**config.mk**
```make
export PLATFORM = sky130hd
export DESIGN_NAME = swcm_out
export DESIGN_NICKNAME = d
export VERILOG_FILES = /design/src/design/swcm_pkg.sv /design/src/design/swcm_out.sv
export SDC_FILE = /design/constraint.sdc
export NUM_CORES = 1
export LEC_CHECK = 0
export BUFFER_PORTS_ARGS = -buffer_cell sky130_fd_sc_hd__clkbuf_2
export CORE_MARGIN = 2
export CORE_UTILIZATION = 44
export DETAILED_ROUTE_END_ITERATION = 8
export PLACE_DENSITY = 0.83
export SLEW_MARGIN = 20
export SYNTH_ARGS = -nofsm -noshare
export SYNTH_HDL_FRONTEND = slang
export SYNTH_SLANG_ARGS = --single-unit
```
**constraint.sdc**
```tcl
create_clock -name clk -period 1.7 [get_ports clk]
set_clock_uncertainty 0.1 [all_clocks]
set_input_delay 0.34 -clock clk [delete_from_list [all_inputs] [get_ports clk]]
set_output_delay 0.34 -clock clk [all_outputs]
set_load 0.01 [all_outputs]
```
**src/design/swcm_pkg.sv**
```systemverilog
// ----------------------------------------------------------------------------
// swcm_pkg: shared types and constants for the stereo width / correlation meter
// Command and status words between controller and datapaths, register indexes,
// accumulator limits.
// ----------------------------------------------------------------------------
package swcm_pkg;

  localparam int XW     = 45;  // cross sum, signed
  localparam int EW     = 44;  // energy sums, unsigned
  localparam int RD_W   = 16;  // correlation reading
  localparam int CFG_AW = 1;
  localparam int CFG_DW = 8;

  localparam longint X_MAX = 64'sd17592186044415;
  localparam longint X_MIN = -X_MAX - 64'sd1;
  localparam longint E_MAX = 64'sd17592186044415;

  localparam logic [CFG_AW-1:0] REG_WIDTH  = 1'b0;
  localparam logic [CFG_AW-1:0] REG_ENABLE = 1'b1;

  localparam logic [7:0]      WIDTH_RESET = 8'd100;
  localparam logic [7:0]      WIDTH_MAX   = 8'd200;
  localparam logic [RD_W-1:0] RD_FULL     = 16'hFFFF;
  localparam logic [RD_W-1:0] RD_NONE     = 16'h0000;
  localparam logic [RD_W:0]   RD_MID      = 17'd32768;

  typedef struct packed {
    logic       capture;
    logic       mix;
    logic       div;
    logic       fix;
    logic       prod;
    logic       acc;
    logic       blk_load;
    logic       mul_en;
    logic [2:0] mul_idx;
    logic       root_init;
    logic       root_step;
    logic       root_phase;
    logic       out_load;
  } swcm_cmd_t;

  typedef struct packed {
    logic last;
    logic out_free;
  } swcm_sts_t;

endpackage

```
**src/design/swcm_out.sv**
```systemverilog
// ----------------------------------------------------------------------------
// swcm_out: output register
// Holds one result word until the sink takes it.
// ----------------------------------------------------------------------------
module swcm_out #(
  parameter int SAMPLE_BITS = 16
) (
  input  logic                              clk,
  input  logic                              rst_n,
  input  swcm_pkg::swcm_cmd_t               cmd,
  input  logic signed [SAMPLE_BITS-1:0]     left_out,
  input  logic signed [SAMPLE_BITS-1:0]     right_out,
  input  logic                              last,
  input  logic                              module_enable,
  input  logic [swcm_pkg::RD_W-1:0]         reading,
  output logic                              out_free,
  output logic                              out_tvalid,
  input  logic                              out_tready,
  output logic [((2*SAMPLE_BITS+swcm_pkg::RD_W+7)/8)*8-1:0] out_tdata,
  output logic [0:0]                        out_tuser
);

  localparam int ODW = ((2 * SAMPLE_BITS + swcm_pkg::RD_W + 7) / 8) * 8;

  logic                       vld_r;
  logic [SAMPLE_BITS-1:0]     lo_r, ro_r;
  logic                       rv_r;
  logic [swcm_pkg::RD_W-1:0]  rd_r, rd_nxt;

  always_comb begin
    priority if (!last)        rd_nxt = swcm_pkg::RD_NONE;
    else if (!module_enable)   rd_nxt = swcm_pkg::RD_FULL;
    else                       rd_nxt = reading;
  end

  always_ff @(posedge clk) begin
    if (!rst_n)          vld_r <= 1'b0;
    else if (cmd.out_load) vld_r <= 1'b1;
    else if (out_tready) vld_r <= 1'b0;
  end

  always_ff @(posedge clk) begin
    if (cmd.out_load) begin
      lo_r <= left_out;
      ro_r <= right_out;
      rv_r <= last;
      rd_r <= rd_nxt;
    end
  end

  assign out_free   = !vld_r || out_tready;
  assign out_tvalid = vld_r;
  assign out_tdata  = ODW'({rd_r, ro_r, lo_r});
  assign out_tuser  = rv_r;

endmodule

```
==> results.md <==
* Count of boundary I/O pins at 119
* DR vias at 1,088
* Area Overhead vs Synth at 37.71%
* Detailed-route wire length at roughly 3 mm
* Post-route cell area at ~0.0024 mm²
* Total Power at approximately 2.4 mW
* Number of nets in the layout at ~270
* LEAKAGE at around 1.1 nW
* Total GRT Usage at 14.55%
* Proportion of synthesized chip area in sequential cells at between 80% and 90%
* Part of the total power dissipated in the clock network at around 26%
* Combinational share of power at between 10% and 20%
* Initial standard-cell utilization of the core at a little under half
* Critical path arrival at between 0.8 and 0.9 ns
* Wirelength per Cell at 12.40 µm
* Gr ovfl total at 0
* RSZ-0062 raised after global routing: no
* Setup violations, final at 0
* Syn. warnings at 0
* Maximum number of pins on one net before global-route repair at slightly above 50
* Flop pwr share at a little over three fifths
* Post-place instance area at roughly 0.0023 mm²
* Number of antenna violations at the first check in global routing at 0
* Terminus of the critical flop-to-flop path: out_tvalid
* Leading register cell type out of synthesis: sky130_fd_sc_hd__edfxtp_1
* Final antenna diode count at 0
* Fraction of final layout cells sized beyond drive strength 1 at about three fifths
* Max-cap violations at 0
* CTS H-tree lvls at 2
* TritonCTS clock tree: done
* Sw Share at a little over a fifth
* Post-route non-filler standard cell count at between 200 and 250
* Via count of the first global-routing pass at around 1,000
* Cell internal pwr at 1.875 mW
* Initial drt markers at 59
* Number of failing hold endpoints at the final stage at 0
* Maximum fanout encountered on the critical timing path at 1
* Share of Yosys cell area claimed by the top area cell type at 84.30%
* Reg2reg start: out_tvalid
* Clock slew seen by the registers of the worst setup and hold paths at around 0.080 ns
* Netlist area before placement at between 0.0015 and 0.002 mm²
* Mean area per synthesized cell at ~20 µm²
* Fin worst setup slack at about 0.43 ns
* Cell breakdown of the critical path: clkbuf_2
* Hold Path Class: in2reg
* Fraction of the cycle the final worst path needs at between 70 and 80%
* Core utilization of the finished layout at approximately 64%
* Worst EP required at around 1.3 ns
* Fill cells at 303
* Transition time of the tightest slew-check pin at roughly 0.39 ns
* Switching pwr at around 500 µW
* Power density normalized to cell area at between 900 and 1000 mW/mm²
* Instance count of the mapped netlist at between 80 and 90
* Worst setup path class: reg2out
* Mean number of vias per cell at around 4.4
* Async S/R FF share, synth at 0%
* Peak VDD IR at around 0.7 mV
* Routability Congestion at a little under 0.7
* Critical path origin: ro_r[1]
* Y dimension of the die at approximately 67 µm
* CP Depth at 1
* Largest stage delay on the critical path at about 0.4 ns
* Relative slew margins at around three quarters
* Resize count post-CTS at 0
* CORE AREA at approximately 0.0037 mm²
* Final Critical Period at 1.271 ns
* Maximum buffer depth of the clock tree at 2
* Synth area leader: sky130_fd_sc_hd__edfxtp_1
* Chip width at between 60 and 70 µm
* Critical-path top delay cell: sky130_fd_sc_hd__edfxtp_1
* Flip-flop and latch count after synthesis at 50
* Largest delay contributor family on the critical path: flip-flops
* Number of hold buffers added after CTS at 0
* Number of buffers and inverters on the critical path at 1
* Pins Over Slew Limit at 0
* Wire length of the first global-routing pass at 4.485 mm
* Cells on worst reg2reg path at 2
* Number of synthesized flops with an enable pin at 49
* Number of rows created at floorplan at 22
* Most repeated cell in the gate-level netlist after synthesis: sky130_fd_sc_hd__edfxtp_1
* Capturing element of the worst setup path: out_tdata[17]
* TNS Setup at 0 ns
* DPL Wire Length at about 2.3 mm
* Capturing element type of the critical path: output pin
* Die footprint at 0.004487 mm²
* Inserted Clock Buffers at 5
* Reg-to-reg slack, setup at about 0.95 ns
* Antenna violation net count after detailed routing at 0
* Fmax at between 700 and 800 MHz
* Net count after synthesis at approximately 160
* Cell types occupying the most area after synthesis: sky130_fd_sc_hd__edfxtp_1, sky130_fd_sc_hd__a21boi_2, sky130_fd_sc_hd__inv_1
* Crit start category: register
* Clock tree root driver cell: sky130_fd_sc_hd__clkbuf_8
* Unique masters post-synth at 9
* Hold WS at 0.1179 ns
* Result of the run: finished clean
* Cell types with the highest counts after synthesis: sky130_fd_sc_hd__edfxtp_1, sky130_fd_sc_hd__inv_1, sky130_fd_sc_hd__a21boi_2
* Clock tree sinks at 50
* DRC violation count after routing at 0
* Instance count after placement with tap cells included at ~240
* Clock insertion delay at the later pin of the skew report at 0.29 ns
* Post-CTS Setup Repair Bufs at 0
* Input/output buffers at between 100 and 150
* Setup Slack @ Placement at 0.4747 ns
* First drt pass iteration count at 4
## routing by layer
layer  global-route usage [%]  vias to the layer above  part of all wire [%]
met5                        0                        -                     0
met1                    15.45                      492                    35
met3                    9.797                        6                    15
met2                    22.50                       62                    49
met4                    6.122                        0                   1.7
li1                         -                      528                     -
## registers in the layout, indices dropped and copies added, names as in the netlist
| register | cells |
|---|---|
| ro_r | 16 |
| out_tuser | 1 |
| lo_r | 16 |
| rd_r | 16 |
| out_tvalid | 1 |
## cell families (layout without fill, tap and decap cells)
group                  Yosys count  after routing  synth area share [%]
AO/OA/AOI/OAI                   17             17                 9.462
flip-flops                      50             50                 85.45
buffers and inverters           19            129                 4.731
AND/OR/NAND/NOR                  1              1                0.3587
## placed cells by master, fill, tap and decap left out
cell type and n:
sky130_fd_sc_hd__buf_12 1, sky130_fd_sc_hd__a21boi_1 1, sky130_fd_sc_hd__a21boi_0 6, sky130_fd_sc_hd__dfxtp_1 1, sky130_fd_sc_hd__clkbuf_8 5, sky130_fd_sc_hd__inv_1 17
sky130_fd_sc_hd__a21boi_2 10, sky130_fd_sc_hd__clkbuf_2 104, sky130_fd_sc_hd__nand2b_1 1, sky130_fd_sc_hd__clkbuf_1 2, sky130_fd_sc_hd__edfxtp_1 49
## power by group through the flow
stage          sequential [mW]  combinational, mW  clock [mW]
4_1_cts                   1.49              0.281       0.649
5_1_grt                   1.50              0.302       0.702
6_report                  1.49              0.274       0.617
2_1_floorplan             1.57             0.0415           0
3_3_place_gp              1.51              0.274           0
3_5_place_dp              1.52              0.280           0
## area by class of cell
| cell class | count | area, µm² | area share (%) |
|---|---|---|---|
| clock buffer | 7 | 76.32 | 3.175 |
| inverter | 17 | 63.81 | 2.655 |
| multi-input combinational | 18 | 171.4 | 7.132 |
| sequential | 50 | 1491 | 62.05 |
| tap | 48 | 60.06 | 2.499 |
| timing repair buffer | 105 | 540.5 | 22.49 |
## worst min-delay path by stage
stage                              from          to  slack (ns)  depth (start not counted)
final                     right_out[10]    ro_r[10]        0.12                          1
after CTS                 right_out[15]    ro_r[15]        0.10                          1
after floorplan             left_out[0]     lo_r[0]        0.34                          0
after detailed placement    left_out[7]     lo_r[7]        0.42                          1
after global placement       out_tvalid  out_tvalid        0.39                          2
after global routing      right_out[10]    ro_r[10]        0.09                          1
Power figures use the tool's default switching activity.
