===== src/design/swcm_pkg.sv =====
// ----------------------------------------------------------------------------
// swcm_pkg: shared types and constants for the stereo width / correlation meter
// Command and status words between controller and datapaths, register indexes,
// accumulator limits.
// ----------------------------------------------------------------------------
package swcm_pkg;

  localparam int XW     = 45;  // cross sum, signed
  localparam int EW     = 44;  // energy sums, unsigned
  localparam int RD_W   = 16;  // correlation reading
  localparam int CFG_AW = 1;
  localparam int CFG_DW = 8;

  localparam longint X_MAX = 64'sd17592186044415;
  localparam longint X_MIN = -X_MAX - 64'sd1;
  localparam longint E_MAX = 64'sd17592186044415;

  localparam logic [CFG_AW-1:0] REG_WIDTH  = 1'b0;
  localparam logic [CFG_AW-1:0] REG_ENABLE = 1'b1;

  localparam logic [7:0]      WIDTH_RESET = 8'd100;
  localparam logic [7:0]      WIDTH_MAX   = 8'd200;
  localparam logic [RD_W-1:0] RD_FULL     = 16'hFFFF;
  localparam logic [RD_W-1:0] RD_NONE     = 16'h0000;
  localparam logic [RD_W:0]   RD_MID      = 17'd32768;

  typedef struct packed {
    logic       capture;
    logic       mix;
    logic       div;
    logic       fix;
    logic       prod;
    logic       acc;
    logic       blk_load;
    logic       mul_en;
    logic [2:0] mul_idx;
    logic       root_init;
    logic       root_step;
    logic       root_phase;
    logic       out_load;
  } swcm_cmd_t;

  typedef struct packed {
    logic last;
    logic out_free;
  } swcm_sts_t;

endpackage


===== src/design/swcm_corr.sv =====
// ----------------------------------------------------------------------------
// swcm_corr: block-end correlation datapath
// Forms A*B and C*C from 23x23 partial products, then finds the largest k
// with A*B*k^2 <= C^2*2^30, one bit at a time, by shift and add only.
// ----------------------------------------------------------------------------
module swcm_corr (
  input  logic                            clk,
  input  logic                            rst_n,
  input  swcm_pkg::swcm_cmd_t             cmd,
  input  logic signed [swcm_pkg::XW-1:0]  cross_sum,
  input  logic [swcm_pkg::EW-1:0]         left_energy,
  input  logic [swcm_pkg::EW-1:0]         right_energy,
  output logic [swcm_pkg::RD_W-1:0]       reading
);

  localparam int HW   = 23;
  localparam int OW   = 2 * HW;
  localparam int PRW  = 2 * OW;
  localparam int RW   = 123;
  localparam int RSH  = 30;
  localparam int KW   = 16;
  localparam logic [KW-1:0] KTOP = KW'(1) << (KW - 1);

  logic [swcm_pkg::EW-1:0] a_r, b_r;
  logic [swcm_pkg::XW-1:0] cmag_r;
  logic                    csign_r;
  logic [OW-1:0]           pp_r;
  logic [1:0]              pp_sh_r;
  logic                    pp_dst_r;
  logic                    pp_vld_r;
  logic [PRW-1:0]          p_r, c2_r;
  logic                    zero_r;
  logic [RW-1:0]           s_r, v_r, q_r, x_r, y_r;
  logic [KW-1:0]           m_r, bit_r;

  logic [OW-1:0]  opx_w, opy_w, pp_w;
  logic [HW-1:0]  xa_w, yb_w;
  logic [PRW-1:0] ppsh_w;
  logic [RW-1:0]  t_w, lim_w;
  logic           ok_w;
  logic [KW:0]    v17_w;

  assign opx_w = cmd.mul_idx[2] ? OW'(cmag_r) : OW'(a_r);
  assign opy_w = cmd.mul_idx[2] ? OW'(cmag_r) : OW'(b_r);
  assign xa_w  = cmd.mul_idx[0] ? opx_w[OW-1:HW] : opx_w[HW-1:0];
  assign yb_w  = cmd.mul_idx[1] ? opy_w[OW-1:HW] : opy_w[HW-1:0];
  assign pp_w  = OW'(xa_w) * OW'(yb_w);

  always_comb begin
    unique case (pp_sh_r)
      2'd0:    ppsh_w = PRW'(pp_r);
      2'd1:    ppsh_w = PRW'(pp_r) << HW;
      2'd2:    ppsh_w = PRW'(pp_r) << (2 * HW);
      default: ppsh_w = '0;
    endcase
  end

  assign t_w   = x_r + q_r;
  assign lim_w = RW'(c2_r) << RSH;
  assign ok_w  = (t_w <= lim_w) && !m_r[KW-1];

  always_ff @(posedge clk) begin
    if (!rst_n) pp_vld_r <= 1'b0;
    else        pp_vld_r <= cmd.mul_en;
  end

  always_ff @(posedge clk) begin
    if (cmd.mul_en) begin
      pp_r     <= pp_w;
      pp_sh_r  <= 2'(cmd.mul_idx[0]) + 2'(cmd.mul_idx[1]);
      pp_dst_r <= cmd.mul_idx[2];
    end
    priority if (cmd.blk_load) begin
      a_r     <= left_energy;
      b_r     <= right_energy;
      csign_r <= cross_sum[swcm_pkg::XW-1];
      cmag_r  <= cross_sum[swcm_pkg::XW-1] ? swcm_pkg::XW'(-cross_sum)
                                           : swcm_pkg::XW'(cross_sum);
      p_r     <= '0;
      c2_r    <= '0;
    end else if (pp_vld_r) begin
      if (pp_dst_r) c2_r <= c2_r + ppsh_w;
      else          p_r  <= p_r + ppsh_w;
    end
    if (cmd.root_init) begin
      zero_r <= (p_r <= PRW'(1));
      s_r    <= '0;
      v_r    <= '0;
      q_r    <= RW'(p_r) << RSH;
      m_r    <= '0;
      bit_r  <= KTOP;
    end else if (cmd.root_step) begin
      if (!cmd.root_phase) begin
        x_r <= s_r + v_r;
        y_r <= v_r + (q_r << 1);
      end else begin
        if (ok_w) begin
          s_r <= t_w;
          v_r <= y_r >> 1;
          m_r <= m_r | bit_r;
        end else begin
          v_r <= v_r >> 1;
        end
        q_r   <= q_r >> 2;
        bit_r <= bit_r >> 1;
      end
    end
  end

  assign v17_w = csign_r ? swcm_pkg::RD_MID - (KW+1)'(m_r)
                         : swcm_pkg::RD_MID + (KW+1)'(m_r);

  always_comb begin
    priority if (zero_r)  reading = swcm_pkg::RD_FULL;
    else if (v17_w[KW])   reading = swcm_pkg::RD_FULL;
    else                  reading = v17_w[KW-1:0];
  end

endmodule


===== config.mk =====
export PLATFORM = sky130hd
export DESIGN_NAME = swcm_corr
export DESIGN_NICKNAME = d
export VERILOG_FILES = /design/src/design/swcm_pkg.sv /design/src/design/swcm_corr.sv
export SDC_FILE = /design/constraint.sdc
export NUM_CORES = 2
export LEC_CHECK = 0
export BUFFER_PORTS_ARGS = -buffer_cell sky130_fd_sc_hd__buf_4
export CAP_MARGIN = 20
export CORE_MARGIN = 5
export CORE_UTILIZATION = 30
export DETAILED_ROUTE_END_ITERATION = 7
export PLACE_DENSITY = 0.47
export SLEW_MARGIN = 20
export SYNTH_ARGS = -nofsm -noshare
export SYNTH_HDL_FRONTEND = slang
export SYNTH_SLANG_ARGS = --single-unit

===== constraint.sdc =====
create_clock -name clk -period 46.9 [get_ports clk]
set_input_delay 2.345 -clock clk [delete_from_list [all_inputs] [get_ports clk]]
set_output_delay 2.345 -clock clk [all_outputs]
set_load 0.1 [all_outputs]

==> results.ini <==
[yosys]
ys.flop_type=edfxtp_1
synth_warnings=0
synth_top_area_share_pct=17.4
synth_top_cell_by_area=edfxtp_1
synth_fp_nets=11847
synthTopCellsByArea=edfxtp_1 (17%), ha_1 (11%), dfxtp_1 (11%)
synth_cell_types=80
avgSynthCellArea_sq_um=8.59
ys_ff_latch=1013
synth_area_sq_mm=0.0897
synth_seq_area_share_pct=28.4
synthCells=10440
synth_edf_count=521
synth-async-reset-ratio_pct=0

[place]
numPlacedInstances=14064
place_area_sq_mm=0.0944
port-buffer-count=158
gp_congestion=0.966
dp_hpwl_um=249000

[route]
first_pass_iters=8
drt_iter0_markers=5436
viasPerCell=5.28
vias=75597
wl_per_cell_um=21.9
drc=0
wl_um=313000
ant_nets=0

[floorplanning]
dieArea_sq_mm=0.310
initial_core_util_pct=30.2
floorplan.io_pins=166
die_w_um=557
placement_rows=200
core-area_sq_mm=0.297
die_h_um=557

[timing]
fin_crit_ns=12.30
rsz0062_at_grt=no
final_max_slew_viol_count=0
tightest_slew_ns=1.14
clock.fmax_ghz=0.0813
min_period_over_period_pct=26.2
clock_skew_ns=0.0810
hold_viol=0
report.final.setup_viol=0
slew_headroom_pct=23.0
fin_setup_tns_ns=0
hold_ws_ns=0.456

[worst_setup_path]
critPathTopFamily=compound AO/OA/AOI/OAI gates
cp_slowest_cell=nor4_2
cp_num_buf_inv=3
cp_data_required_time_ns=47.56
cp-start-kind=register
slowest_delay_ns=0.89
arrival_ns=12.96
reg2reg_slack_ns=34.60
startpoint=x_r[3]$_DFFE_PP_
crit_path_end_kind=register
crit_type=reg2reg
rr_startpoint=x_r[3]$_DFFE_PP_
crit_fanout=99

[min_path]
min-delay-path-class=reg2reg
worstHoldStart=y_r[122]$_DFFE_PP_

[finish]
areaGrowthSynthToFinish_pct=10.4
finalNonFillerCells=14319
drive_gt1_share_pct=5.57
seqCellArea_sq_mm=0.0255
mostFrequentLayoutCell=nand2_1
design_area_sq_mm=0.0990
nFillCells=30876
final_cell_mix=nand2_1 (1331), a21oi_1 (1067), ha_1 (814)
multiInputGateArea_sq_mm=0.0592
fin_nets=11677

[clocking]
ctsResizeCount=0
cts_tree=done
holdBufCountCts=0
clock_sinks=1013
cts_setup_buffers=0
clkTransAtPathRegs_ns=0.06
cts_buffers=143
clockBufferDepth=4
cts_root_buf=clkbuf_16
clk_latency_ns=0.85
htreeDepth=4

[grt]
grt_first_pass_wirelength_um=472000
antenna_found_initial=10
grt_max_degree=134
grt_use_total_pct=19.6
grt_pass1_vias=75067
gr-total-overflow=0

[outcome]
outcome=finished clean

[job]
maxCapViolCount=0

-- Yosys cell counts (71+ instances only) --
cell type	instances
edfxtp_1	521
nand4_1	216
dfxtp_1	492
nand3_1	141
o21bai_1	136
o21a_1	88
and2_1	105
nor3_1	92
a21oi_1	1067
clkbuf_1	507
nor2_1	721
xnor2_1	404
a21o_1	432
ha_1	814
nand2_1	1334
a31oi_1	84
xor2_1	210
inv_1	773
nor2b_1	71
fa_1	443
mux2i_1	282
o21ai_0	640
-- registers in the layout, indices dropped and copies added, names as in the netlist, 45 cells and up --
signal / cells
cmag_r: 45
x_r: 123
q_r: 122
pp_r: 46
p_r: 92
c2_r: 92
v_r: 122
s_r: 123
y_r: 122
-- worst register-to-register path: cells and delay by family, from the launching register on --
kind | cells | cell delay [ns]
mux | 1 | 0.26
flops | 1 | 0.37
buf+inv | 3 | 1.48
compound gates | 13 | 4.78
simple gates | 13 | 4.33
fa+ha+maj | 2 | 0.67
xor+xnor | 1 | 0.21
-- worst paths after layout --
check | cells past startpoint | endpoint
setup / recovery | 33 | s_r[69]$_SDFFE_PP0P_
hold / removal | 1 | v_r[121]$_SDFFE_PP0P_
setup reg to reg | 33 | s_r[69]$_SDFFE_PP0P_
hold reg to reg | 1 | v_r[121]$_SDFFE_PP0P_
-- layout make-up --
type	count	share of cell area, %
Antenna cell	5	0.0126
Sequential cell	1013	25.8
Clock inverter	49	0.502
Timing Repair Buffer	250	1.95
Clock buffer	201	4.07
Tap cell	3939	4.98
Multi-Input combinational cell	8089	59.8
Inverter	773	2.93
-- metrics by stage --
stage | setup slack, ns | utilization (%)
floorplan | 24.99 | -
global placement | 34.34 | 31.8
detailed placement | 34.27 | 31.8
CTS | 34.50 | 33.3
global route | 33.94 | 33.3
finish | 34.60 | 33.3
-- per-layer routing --
layer / global-route usage, % / up-vias / share of wire (%)
li1: - / 36419 / -
met1: 27.9 / 36753 / 48
met2: 30.8 / 2012 / 43
met3: 2.44 / 411 / 5.0
met4: 6.31 / 2 / 3.5
met5: 0 / - / 0.0042
-- logic make-up after synthesis --
group,after synthesis,synth area share [%]
mux,328,3.89
fa+ha+maj,1257,21.2
simple gates,2969,14.8
flops,1013,28.4
xor+xnor,614,5.99
compound gates,2921,20.0
buf+inv,1338,5.72
Power is not shown: default switching activity piles up to over one toggle a cycle in this logic, so the estimate is an artifact.
