`config.mk`:
```
export PLATFORM = sky130hd
export DESIGN_NAME = swcm_ctrl
export DESIGN_NICKNAME = d
export VERILOG_FILES = /design/src/design/swcm_pkg.sv /design/src/design/swcm_ctrl.sv
export SDC_FILE = /design/constraint.sdc
export NUM_CORES = 1
export LEC_CHECK = 0
export BUFFER_PORTS_ARGS = -buffer_cell sky130_fd_sc_hd__buf_2
export CAP_MARGIN = 25
export CORE_UTILIZATION = 25
export DETAILED_ROUTE_END_ITERATION = 10
export GPL_ROUTABILITY_DRIVEN = 0
export GPL_TIMING_DRIVEN = 0
export PLACE_DENSITY_LB_ADDON = 0.25
export REMOVE_ABC_BUFFERS = 1
export SLEW_MARGIN = 20
export SYNTH_ARGS = -nofsm -noshare
export SYNTH_HDL_FRONTEND = slang
export SYNTH_SLANG_ARGS = --single-unit
```
`constraint.sdc`:
```
create_clock -name clk -period 2.7 [get_ports clk]
set_clock_uncertainty 0.15 [all_clocks]
set_input_delay 0.135 -clock clk [delete_from_list [all_inputs] [get_ports clk]]
set_output_delay 0.135 -clock clk [all_outputs]
set_load 0.05 [all_outputs]
```
`src/design/swcm_pkg.sv`:
```
// ----------------------------------------------------------------------------
// swcm_pkg: shared types and constants for the stereo width / correlation meter
// Command and status words between controller and datapaths, register indexes,
// accumulator limits.
// ----------------------------------------------------------------------------
package swcm_pkg;

  localparam int XW     = 45;  // cross sum, signed
  localparam int EW     = 44;  // energy sums, unsigned
  localparam int RD_W   = 16;  // correlation reading
  localparam int CFG_AW = 1;
  localparam int CFG_DW = 8;

  localparam longint X_MAX = 64'sd17592186044415;
  localparam longint X_MIN = -X_MAX - 64'sd1;
  localparam longint E_MAX = 64'sd17592186044415;

  localparam logic [CFG_AW-1:0] REG_WIDTH  = 1'b0;
  localparam logic [CFG_AW-1:0] REG_ENABLE = 1'b1;

  localparam logic [7:0]      WIDTH_RESET = 8'd100;
  localparam logic [7:0]      WIDTH_MAX   = 8'd200;
  localparam logic [RD_W-1:0] RD_FULL     = 16'hFFFF;
  localparam logic [RD_W-1:0] RD_NONE     = 16'h0000;
  localparam logic [RD_W:0]   RD_MID      = 17'd32768;

  typedef struct packed {
    logic       capture;
    logic       mix;
    logic       div;
    logic       fix;
    logic       prod;
    logic       acc;
    logic       blk_load;
    logic       mul_en;
    logic [2:0] mul_idx;
    logic       root_init;
    logic       root_step;
    logic       root_phase;
    logic       out_load;
  } swcm_cmd_t;

  typedef struct packed {
    logic last;
    logic out_free;
  } swcm_sts_t;

endpackage

```
`src/design/swcm_ctrl.sv`:
```
// ----------------------------------------------------------------------------
// swcm_ctrl: sequencing controller
// Walks one word through mix, divide, fix, product and accumulate steps, then
// the block-end multiply and root passes, then the output load.
// ----------------------------------------------------------------------------
module swcm_ctrl (
  input  logic                  clk,
  input  logic                  rst_n,
  input  logic                  in_tvalid,
  output logic                  in_tready,
  input  logic                  module_enable,
  input  swcm_pkg::swcm_sts_t   sts,
  output swcm_pkg::swcm_cmd_t   cmd
);

  typedef enum logic [10:0] {
    ST_IDLE  = 11'b000_0000_0001,
    ST_MIX   = 11'b000_0000_0010,
    ST_DIV   = 11'b000_0000_0100,
    ST_FIX   = 11'b000_0000_1000,
    ST_PROD  = 11'b000_0001_0000,
    ST_ACC   = 11'b000_0010_0000,
    ST_LOAD  = 11'b000_0100_0000,
    ST_MUL   = 11'b000_1000_0000,
    ST_RINIT = 11'b001_0000_0000,
    ST_ROOT  = 11'b010_0000_0000,
    ST_OUT   = 11'b100_0000_0000
  } state_t;

  localparam logic [4:0] MUL_LAST  = 5'd8;
  localparam logic [4:0] ROOT_LAST = 5'd31;

  state_t     state_r, state_nxt;
  logic [4:0] cnt_r, cnt_nxt;

  always_ff @(posedge clk) begin
    if (!rst_n) begin
      state_r <= ST_IDLE;
      cnt_r   <= '0;
    end else begin
      state_r <= state_nxt;
      cnt_r   <= cnt_nxt;
    end
  end

  always_comb begin
    state_nxt = state_r;
    cnt_nxt   = cnt_r;
    unique case (state_r)
      ST_IDLE:  if (in_tvalid) state_nxt = ST_MIX;
      ST_MIX:   state_nxt = ST_DIV;
      ST_DIV:   state_nxt = ST_FIX;
      ST_FIX:   state_nxt = ST_PROD;
      ST_PROD:  state_nxt = ST_ACC;
      ST_ACC:   state_nxt = sts.last ? ST_LOAD : ST_OUT;
      ST_LOAD: begin
        cnt_nxt   = '0;
        state_nxt = module_enable ? ST_MUL : ST_OUT;
      end
      ST_MUL: begin
        cnt_nxt = cnt_r + 5'd1;
        if (cnt_r == MUL_LAST) state_nxt = ST_RINIT;
      end
      ST_RINIT: begin
        cnt_nxt   = '0;
        state_nxt = ST_ROOT;
      end
      ST_ROOT: begin
        cnt_nxt = cnt_r + 5'd1;
        if (cnt_r == ROOT_LAST) state_nxt = ST_OUT;
      end
      ST_OUT:   if (sts.out_free) state_nxt = ST_IDLE;
      default:  state_nxt = ST_IDLE;
    endcase
  end

  assign in_tready = (state_r == ST_IDLE);

  always_comb begin
    cmd            = '0;
    cmd.capture    = in_tready && in_tvalid;
    cmd.mix        = (state_r == ST_MIX);
    cmd.div        = (state_r == ST_DIV);
    cmd.fix        = (state_r == ST_FIX);
    cmd.prod       = (state_r == ST_PROD);
    cmd.acc        = (state_r == ST_ACC);
    cmd.blk_load   = (state_r == ST_LOAD);
    cmd.mul_en     = (state_r == ST_MUL) && !cnt_r[3];
    cmd.mul_idx    = cnt_r[2:0];
    cmd.root_init  = (state_r == ST_RINIT);
    cmd.root_step  = (state_r == ST_ROOT);
    cmd.root_phase = cnt_r[0];
    cmd.out_load   = (state_r == ST_OUT) && sts.out_free;
  end

endmodule

```
==> out/results.ini <==
[critical_path]
critPathCaptureType = output port
crit_path_start_kind = flip-flop
timing.setup.critical_path_class = reg2out
cp_common_cell = and2_1
r2r.worst_path.cells = 8
worst_path_largest_cell_delay_ns = 0.54
timing.critical_path.required_ns = 2.41
highest_net_fanout_along_the_worst_path = 8
cp_data_arrival_time_ns = 2.14
reg2reg_from = cnt_r[0]$_SDFFE_PN0P_
slowest_stage = nor4_2
cp_cell_sequence = nor4_2, and2_1, nand2_1, inv_1, and2_1, buf_2
cp-startpoint = state_r[4]$_SDFFE_PN0P_

[final_layout]
finalInstanceArea_um2 = 1230
drive_above_1_share = 0.271
final_antenna_diode_count = 0
nets = 151
final_standard_cell_count_with_taps_included_and_fillers_excluded = 190
area.growth.synth_to_final_pct = 13.5
multi_input_comb_area_um2 = 659
sequential_cell_area_um2 = 320
final.fill_count = 457
final_util = 0.301

[detailed_routing]
viasPerCell = 4.98
via_count = 947
wirelength_per_cell_um = 12.5
drt-total-wl_um = 2370
violation_count_after_the_first_detailed_routing_iteration = 12
drcViolationCount = 0
drt.antenna.violating_nets = 0
firstDrtPassIters = 4

[timing]
timing.final.hold_violations = 0
finalHoldWorstSlack_ns = 0.0669
final-max-slew-violation-count = 0
layout_worst_path_cycle_share = 0.897
worstMarginPinSlew_ns = 0.606
rsz0062_at_grt = false
period_minus_slack_ns = 2.42
final-setup-viol-count = 0
fin_ws_ns = 0.278
totalNegativeSetupSlack_ns = 0
relSlewSlack = 0.592
fmax_mhz = 413

[die]
core-area_um2 = 4090
die_y_um = 67.8
ios = 22
rows = 23
die_area_um2 = 4600
floorplan.initialDensity = 0.265
fp.dieW_um = 67.8

[logic_synthesis]
ys_warns = 0
part_of_the_yosys_area_used_for_sequential_elements = 0.296
synth_area_leader_cell = dfxtp_1
postSynth.topFlopCell = dfxtp_1
synthDistinctLibCells = 46
synth.cell_area_um2 = 1080
synth_seq_cells = 16
synthTopCellsByArea = dfxtp_1, o21ai_0, ha_1
postSynthAreaPerCell_um2 = 8.52
count_of_flip_flops_with_a_built_in_enable_after_synthesis = 0
post_synth_inst_count = 127
netlist.area_leader.share = 0.296
share_of_synthesized_flip_flops_with_an_asynchronous_set_or_reset = 0

[clock_network]
post_cts_resized = 0
cts_sinks = 16
postCtsHoldBufs = 1
cts_made_buffers = 3
clkTransAtPathRegs_ns = 0.06
cts.repair_timing.setup_buffer_count = 0
htree_num_levels = 1
max-clock-path-buffers = 2
cts_tree = built
clk_latency_ns = 0.24
cts_root_buf = clkbuf_8

[power_and_ir_drop]
power.net_switching_uw = 129
peakVddDrop_uv = 180
power_leakage_nw = 0.526
clock_power_share = 0.355
portion_of_total_power_attributed_to_sequential_cells = 0.498
power.share.combinational = 0.147
p_int_uw = 362
total_power_uw = 491
power_density_nw_per_um2 = 399
power.switching_fraction = 0.263

[placed_design]
port-buffer-count = 21
post_dp_cell_area_um2 = 1180
post_placement_cell_count = 186
place_ws_ns = 0.595
hpwlAfterDp_um = 1790

[global_route]
track_usage = 0.114
groute.layer.met3.usage = 0.0152
first_global_vias = 900
grt.busiest_layer = met2
grt_antenna_before_repair = 0
first_pass_grt_wire_length_um = 4050
global_route.overflow_total = 0
maximum_number_of_pins_on_one_net_before_global_route_repair = 16
grt_util_met2 = 0.189
gr-usage-met1 = 0.154

[status]
outcome = completed

[hold_path]
min_delay_path_depth = 2
type_of_the_most_critical_hold_path = in2reg
hold_start = in_tvalid

[flow_run]
maxCapViolCount = 0

## flip-flops by register name, indices dropped and copies added (netlist names)
register,count
cnt_r,5
state_r,11
## worst paths after layout
path                                                  to  slack (ns)
worst max-delay path                             cmd[14]        0.28
worst min-delay path             state_r[1]$_SDFFE_PN0P_        0.07
worst max register to register  state_r[10]$_SDFFE_PN0P_        0.64
worst min register to register     cnt_r[0]$_SDFFE_PN0P_        0.37
## layout by cell type (no fill, tap or decap), types with 3 or more instances in the layout
cell type / netlist / final
buf_2: 2 / 21
dfxtp_1: 16 / 16
inv_1: 8 / 8
nor2_1: 8 / 8
o21ai_0: 8 / 8
nand2_1: 7 / 7
and2_1: 5 / 5
nand3_1: 5 / 5
nor3_1: 4 / 4
and3_1: 4 / 4
nor4_1: 3 / 3
nor3b_1: 3 / 3
o2111a_1: 3 / 3
xor2_1: 3 / 3
ha_1: 3 / 3
clkbuf_8: 0 / 3
## cell usage after synthesis (2+ instances only)
cell type,n
a22oi_1,2
nand3_1,5
o2111a_1,3
o21ai_0,8
nor2_1,8
nor3_1,4
and2_1,5
inv_1,8
clkbuf_2,2
nor4b_1,2
o21a_1,2
o211a_1,2
and3_1,4
nor4_2,2
a21o_2,2
nor3b_1,3
xor2_1,3
buf_4,4
nand2_1,7
ha_1,3
and4b_2,2
buf_2,2
nor4_1,3
nor2b_1,2
dfxtp_1,16
clkbuf_1,3
## critical path: cells and delay by family, from the launching register on
| family | cells | cell delay [ns] |
|---|---|---|
| buffers and inverters | 2 | 0.38 |
| AND/OR/NAND/NOR | 4 | 1.11 |
| flip-flops | 1 | 0.40 |
## power by group through the flow
| stage | combinational (mW) | clock, mW | sequential, mW |
|---|---|---|---|
| global route | 0.0781 | 0.193 | 0.245 |
| detailed placement | 0.0713 | 0 | 0.249 |
| floorplan | 0.0514 | 0 | 0.248 |
| global placement | 0.0709 | 0 | 0.249 |
| finish | 0.0723 | 0.174 | 0.244 |
| CTS | 0.0726 | 0.182 | 0.244 |
## layout make-up
class                   instances  area share
well taps                      50      0.0509
clock buffers                   3      0.0336
multi-input cells              91       0.537
repair buffers                 22      0.0937
flip-flops and latches         16       0.261
inverters                       8      0.0244
## logic make-up after synthesis
kind of cell             count (synthesis)  synth area share
XOR/XNOR                                 4            0.0324
AO/OA/AOI/OAI                           29             0.212
flip-flops                              16             0.296
buffers and inverters                   20            0.0948
AND/OR/NAND/NOR                         55             0.331
adder cells (fa/ha/maj)                  3            0.0347
## layer usage
layer / wire, um / part of all wire
met5: 0 / 0
met3: 47 / 0.020
met4: 11 / 0.0046
met2: 1160 / 0.49
met1: 1150 / 0.49
Note: power is estimated with default switching activity, not from simulation.
