## src/design/swcm_pkg.sv

```systemverilog
// ----------------------------------------------------------------------------
// swcm_pkg: shared types and constants for the stereo width / correlation meter
// Command and status words between controller and datapaths, register indexes,
// accumulator limits.
// ----------------------------------------------------------------------------
package swcm_pkg;

  localparam int XW     = 45;  // cross sum, signed
  localparam int EW     = 44;  // energy sums, unsigned
  localparam int RD_W   = 16;  // correlation reading
  localparam int CFG_AW = 1;
  localparam int CFG_DW = 8;

  localparam longint X_MAX = 64'sd17592186044415;
  localparam longint X_MIN = -X_MAX - 64'sd1;
  localparam longint E_MAX = 64'sd17592186044415;

  localparam logic [CFG_AW-1:0] REG_WIDTH  = 1'b0;
  localparam logic [CFG_AW-1:0] REG_ENABLE = 1'b1;

  localparam logic [7:0]      WIDTH_RESET = 8'd100;
  localparam logic [7:0]      WIDTH_MAX   = 8'd200;
  localparam logic [RD_W-1:0] RD_FULL     = 16'hFFFF;
  localparam logic [RD_W-1:0] RD_NONE     = 16'h0000;
  localparam logic [RD_W:0]   RD_MID      = 17'd32768;

  typedef struct packed {
    logic       capture;
    logic       mix;
    logic       div;
    logic       fix;
    logic       prod;
    logic       acc;
    logic       blk_load;
    logic       mul_en;
    logic [2:0] mul_idx;
    logic       root_init;
    logic       root_step;
    logic       root_phase;
    logic       out_load;
  } swcm_cmd_t;

  typedef struct packed {
    logic last;
    logic out_free;
  } swcm_sts_t;

endpackage

```

## src/design/swcm_mix.sv

```systemverilog
// ----------------------------------------------------------------------------
// swcm_mix: sample datapath
// Mid/side rebuild with rounding and saturation, then the product sums.
// ----------------------------------------------------------------------------
module swcm_mix #(
  parameter int SAMPLE_BITS = 16
) (
  input  logic                               clk,
  input  logic                               rst_n,
  input  swcm_pkg::swcm_cmd_t                cmd,
  input  logic signed [SAMPLE_BITS-1:0]      left_in,
  input  logic signed [SAMPLE_BITS-1:0]      right_in,
  input  logic                               block_end,
  input  logic [7:0]                         width_percent,
  input  logic                               module_enable,
  output logic signed [SAMPLE_BITS-1:0]      left_out,
  output logic signed [SAMPLE_BITS-1:0]      right_out,
  output logic                               last,
  output logic signed [swcm_pkg::XW-1:0]     cross_sum,
  output logic [swcm_pkg::EW-1:0]            left_energy,
  output logic [swcm_pkg::EW-1:0]            right_energy
);

  localparam int SB = SAMPLE_BITS;
  localparam int NW = SB + 11;          // 100*(L+R) +/- w*(L-R) + 100
  localparam int UW = SB + 5;           // offset value before /25
  localparam int SH = SB + 10;          // reciprocal shift
  localparam int MW = SB + 6;           // reciprocal width
  localparam int PW = 2 * SB;
  localparam int AW = ((PW > swcm_pkg::XW) ? PW : swcm_pkg::XW) + 1;

  localparam logic signed [NW-1:0] RND = NW'(100);
  localparam logic signed [NW-1:0] CLO = -(NW'(25) <<< (SB - 1));
  localparam logic signed [NW-1:0] CHI = -CLO - NW'(1);
  localparam longint unsigned      RECIP_L = (64'd1 << SH) / 64'd25;
  localparam logic [MW-1:0]        RECIP = MW'(RECIP_L);
  localparam logic [UW-1:0]        DIV_C = UW'(25);

  localparam logic signed [AW-1:0] XHI = AW'(swcm_pkg::X_MAX);
  localparam logic signed [AW-1:0] XLO = AW'(swcm_pkg::X_MIN);
  localparam logic [AW-1:0]        EHI = AW'(swcm_pkg::E_MAX);

  // floor((n+100)/8), clamped to the saturating range, offset to be >= 0
  function automatic logic [UW-1:0] to_offset(input logic signed [NW-1:0] n);
    logic signed [NW-1:0] t8;
    logic signed [NW-1:0] tc;
    t8 = (n + RND) >>> 3;
    if (t8 < CLO) tc = CLO;
    else if (t8 > CHI) tc = CHI;
    else tc = t8;
    return UW'(tc - CLO);
  endfunction

  // quotient correction, then shift back to a signed sample
  function automatic logic [SB-1:0] fix_q(input logic [UW-1:0] u,
                                          input logic [SB-1:0] q0);
    logic [UW-1:0] q25;
    logic [UW-1:0] rem;
    logic [SB-1:0] q;
    q25 = (UW'(q0) << 4) + (UW'(q0) << 3) + UW'(q0);
    rem = u - q25;
    q   = (rem >= DIV_C) ? q0 + SB'(1) : q0;
    return {~q[SB-1], q[SB-2:0]};
  endfunction

  logic signed [SB-1:0]          l_r, r_r;
  logic                          last_r;
  logic [UW-1:0]                 ul_r, ur_r;
  logic [SB-1:0]                 ql_r, qr_r;
  logic signed [SB-1:0]          lo_r, ro_r;
  logic signed [PW-1:0]          pxy_r, pxx_r, pyy_r;
  logic signed [swcm_pkg::XW-1:0] cross_r;
  logic [swcm_pkg::EW-1:0]       le_r, re_r;

  logic signed [SB:0]            sum_w, dif_w;
  logic signed [NW-1:0]          sx_w, dx_w, s100_w, dw_w, nl_w, nr_w;
  logic [7:0]                    wsat_w;
  logic [UW+MW-1:0]              pl_w, pr_w;
  logic signed [AW-1:0]          csum_w;
  logic [AW-1:0]                 lsum_w, rsum_w;

  assign sum_w  = (SB+1)'(l_r) + (SB+1)'(r_r);
  assign dif_w  = (SB+1)'(l_r) - (SB+1)'(r_r);
  assign sx_w   = NW'(sum_w);
  assign dx_w   = NW'(dif_w);
  assign s100_w = (sx_w <<< 6) + (sx_w <<< 5) + (sx_w <<< 2);
  assign wsat_w = (width_percent > swcm_pkg::WIDTH_MAX) ? swcm_pkg::WIDTH_MAX : width_percent;
  assign dw_w   = NW'($signed({1'b0, wsat_w})) * dx_w;
  assign nl_w   = s100_w + dw_w;
  assign nr_w   = s100_w - dw_w;

  assign pl_w = (UW+MW)'(ul_r) * (UW+MW)'(RECIP);
  assign pr_w = (UW+MW)'(ur_r) * (UW+MW)'(RECIP);

  assign csum_w = AW'(cross_r) + AW'(pxy_r);
  assign lsum_w = AW'(le_r) + AW'(pxx_r);
  assign rsum_w = AW'(re_r) + AW'(pyy_r);

  always_ff @(posedge clk) begin
    if (cmd.capture) begin
      l_r    <= left_in;
      r_r    <= right_in;
      last_r <= block_end;
    end
    if (cmd.mix) begin
      ul_r <= to_offset(nl_w);
      ur_r <= to_offset(nr_w);
    end
    if (cmd.div) begin
      ql_r <= pl_w[SH +: SB];
      qr_r <= pr_w[SH +: SB];
    end
    if (cmd.fix) begin
      lo_r <= module_enable ? $signed(fix_q(ul_r, ql_r)) : l_r;
      ro_r <= module_enable ? $signed(fix_q(ur_r, qr_r)) : r_r;
    end
    if (cmd.prod) begin
      pxy_r <= lo_r * ro_r;
      pxx_r <= lo_r * lo_r;
      pyy_r <= ro_r * ro_r;
    end
  end

  always_ff @(posedge clk) begin
    if (!rst_n) begin
      cross_r <= '0;
      le_r    <= '0;
      re_r    <= '0;
    end else if (cmd.blk_load) begin
      cross_r <= '0;
      le_r    <= '0;
      re_r    <= '0;
    end else if (cmd.acc && module_enable) begin
      priority if (csum_w > XHI) cross_r <= swcm_pkg::XW'(swcm_pkg::X_MAX);
      else if (csum_w < XLO)     cross_r <= swcm_pkg::XW'(swcm_pkg::X_MIN);
      else                       cross_r <= csum_w[swcm_pkg::XW-1:0];
      le_r <= (lsum_w > EHI) ? swcm_pkg::EW'(swcm_pkg::E_MAX) : lsum_w[swcm_pkg::EW-1:0];
      re_r <= (rsum_w > EHI) ? swcm_pkg::EW'(swcm_pkg::E_MAX) : rsum_w[swcm_pkg::EW-1:0];
    end
  end

  assign left_out     = lo_r;
  assign right_out    = ro_r;
  assign last         = last_r;
  assign cross_sum    = cross_r;
  assign left_energy  = le_r;
  assign right_energy = re_r;

endmodule

```

## config.mk

```make
export PLATFORM = sky130hd
export DESIGN_NAME = swcm_mix
export DESIGN_NICKNAME = d
export VERILOG_FILES = /design/src/design/swcm_pkg.sv /design/src/design/swcm_mix.sv
export SDC_FILE = /design/constraint.sdc
export NUM_CORES = 2
export LEC_CHECK = 0
export ABC_AREA = 1
export ABC_CLOCK_PERIOD_IN_PS = 8700
export BUFFER_PORTS_ARGS = -buffer_cell sky130_fd_sc_hd__buf_2
export CAP_MARGIN = 20
export CORE_MARGIN = 2
export CORE_UTILIZATION = 30
export DETAILED_ROUTE_END_ITERATION = 12
export PLACE_DENSITY = 0.5
export SLEW_MARGIN = 10
export SYNTH_ARGS = -nofsm -noshare
export SYNTH_HDL_FRONTEND = slang
export SYNTH_SLANG_ARGS = --single-unit
```

## constraint.sdc

```tcl
create_clock -name clk -period 8.7 [get_ports clk]
set_input_delay 0.87 -clock clk [delete_from_list [all_inputs] [get_ports clk]]
set_output_delay 0.87 -clock clk [all_outputs]
set_load 0.005 [all_outputs]
```

==> results.tsv <==
metric	value	unit
Clock Skew	42.1	ps
Register Area	9660	um2
DRT iter0 DRCs	3257	
Setup crit end kind	register	
Root Buffer	clkbuf_16	
R2R cell count	50	
Worst EP arrival	9170	ps
vias	62692	
Max Cap Violations	0	
area grow syn2layout	15.0	%
worst slew pin tran	1120	ps
Slowest cell on crit path	fa_1	
Max Transition Viols Final	0	
routed wire length	232	mm
met1 wire length	104	mm
CTS max path bufs	3	
# nets final	12324	
Worst-path clk slew	70	ps
Hold Crit Class	input port to register	
Post-synth EDFFs	233	
FP Rows	187	
critical path class	register to register	
hold_ws	371	ps
Post-synth top flop	edfxtp_1	
critical path required time	9100	ps
pin count of the biggest net entering global routing	106	
Seq/Total Area, Yosys	12.3	%
Critical Path Start	r_r[0]$_DFFE_PP_	
Syn Inst Count	9419	
H-tree Lvls	2	
Die Area	265000	um2
clk_lat worst skew	680	ps
top post-synthesis cells by area	fa_1 (31%), ha_1 (17%), inv_1 (11%)	
routability cong.	0.907	
Top Layer Used	met5	
relative slew slack	25.5	%
Reg-to-Reg Start	r_r[0]$_DFFE_PP_	
Initial Utilization	30.2	%
Mapped Area	78400	um2
Core Footprint	260000	um2
routed length on met3	9.00	mm
CTS tree	yes	
Worst Setup Start Kind	register	
Post-synth ARST share	0	%
gr usage total	17.5	%
final worst slack	-66.9	ps
setup violators final	2	
Tcrit/Tclk final	101	%
Unique masters post-synth	58	
share of cells above drive strength 1	11.2	%
final std cells w/o fill	13386	
CP endpoint	ur_r[17]$_DFFE_PP_	
initial antenna violation count	6	
number of global-route vias before repair	66825	
failing checks	negative setup slack	
met2 routed WL	113	mm
DP Area	86100	um2
global-route wire length before repair	370	mm
Post-synth top cells	inv_1 (2317), nand2_1 (1584), fa_1 (1230), ha_1 (1092), a21oi_1 (653)	
Critical Path Fanout Max	5	
fmax	0.114	GHz
Buffers on Ports	216	
cell area after layout	90100	um2
num ports	225	
total CTS buffers	49	
syn avg cell area	8.32	um2
Routed Antenna Nets	0	
status	finished with violations	
vias per inst	4.68	
drt pass-1 iters	7	
multi-input logic area	61000	um2
Die Span Y	515	um
Final Hold Viols	0	
Post-CTS Hold Buffers	0	
Worst R2R Setup Slack	-70	ps
Avg WL per Cell	17.3	um
GR Overflow Total	0	
top-count cell post-synth	inv_1	
Crit path largest cell delay	510	ps
RSZ-0062 raised after global routing	yes	
fin crit period	8770	ps
number of remaining DRC errors	0	
synth warn	0	
area leader, netlist	fa_1	
filler cell count	27157	
share of the synthesized area in the top cell type	31.4	%
terminus of the critical flop-to-flop path	ur_r[17]$_DFFE_PP_	
DPL Wire Length	196	mm
die width	515	um
clk sinks	366	
synthesized flop and latch total	366	
syn_nets	11800	
dpl cells	13257	
how the worst min path moves through the flow:
stage,cells past startpoint,to,startpoint
after detailed placement,2,right_energy[9]$_SDFFE_PP0P_,right_energy[9]$_SDFFE_PP0P_
after CTS,1,last$_DFFE_PP_,block_end
after floorplan,0,pxx_r[0]$_DFFE_PP_,left_out[0]$_DFFE_PP_
after global routing,1,last$_DFFE_PP_,block_end
after global placement,2,right_energy[0]$_SDFFE_PP0P_,right_energy[0]$_SDFFE_PP0P_
final,1,last$_DFFE_PP_,block_end
logic make-up (layout without fill, tap and decap cells):
group	count (synthesis)	count (layout)	synth area share, %
AO/OA/AOI/OAI	1312	1312	9.16
XOR/XNOR	421	421	4.70
adder cells (fa/ha/maj)	2322	2322	48.9
buffers and inverters	2521	3085	12.2
flip-flops	366	366	12.3
other	0	1	0
AND/OR/NAND/NOR	2477	2477	12.8
layout make-up:
cell class	instances	area share (%)
clock inverter	33	0.535
tap	3402	4.72
inverter	2325	9.70
antenna	1	0.00278
timing repair buffer	669	5.19
sequential	366	10.7
clock buffer	58	1.42
multi-input combinational	6532	67.7
stage by stage:
stage,worst slack [ps],TNS [ps],utilization (%)
CTS,-90.5,-315,34.2
floorplan,1.34,0,-
finish,-66.9,-117,34.7
global placement,-861,-25740,33.1
detailed placement,-928,-26670,33.1
global route,-379,-8830,34.7
worst max-delay path, delay by kind of cell, from the launching register on:
| kind | cells | cell delay [ps] |
|---|---|---|
| and+or+nand+nor | 20 | 1670 |
| DFF | 1 | 420 |
| buffers and inverters | 9 | 650 |
| AOI/OAI and AO/OA | 8 | 1700 |
| xor gates and xnor gates | 3 | 550 |
| adders and majority gates | 10 | 3450 |
layout by cell type (no fill, tap or decap), types with 233 or more instances in the layout:
cell,n
ha_1,1043
nor2_1,478
buf_4,426
edfxtp_1,233
nand2_1,1508
o21ai_0,377
a21oi_1,613
inv_1,2265
fa_1,1226
xor2_1,268
sequential cells by signal, indices dropped and copies added (netlist names):
register,flops
l_r,16
left_out,16
ur_r,21
pxx_r,31
ul_r,21
right_out,16
qr_r,16
ql_r,16
pyy_r,31
r_r,16
left_energy,44
last,1
right_energy,44
cross_sum,45
pxy_r,32
metal layers:
metal	track usage, %	vias to the layer above
li1	-	30251
met1	23.0	31137
met2	30.7	1070
met3	1.95	232
met4	4.21	2
met5	0	-
timing repair:
| action | 4_1_cts | 5_1_grt |
|---|---|---|
| pin swaps | 86 | 154 |
| cloned | 0 | 3 |
| endpoints found under the hold margin | 0 | 0 |
| setup buffers | 17 | 20 |
| gates resized for setup | 174 | 282 |
| setup endpoints to repair | 42 | 42 |
Power is not shown: default switching activity piles up to over one toggle a cycle in this logic, so the estimate is an artifact.
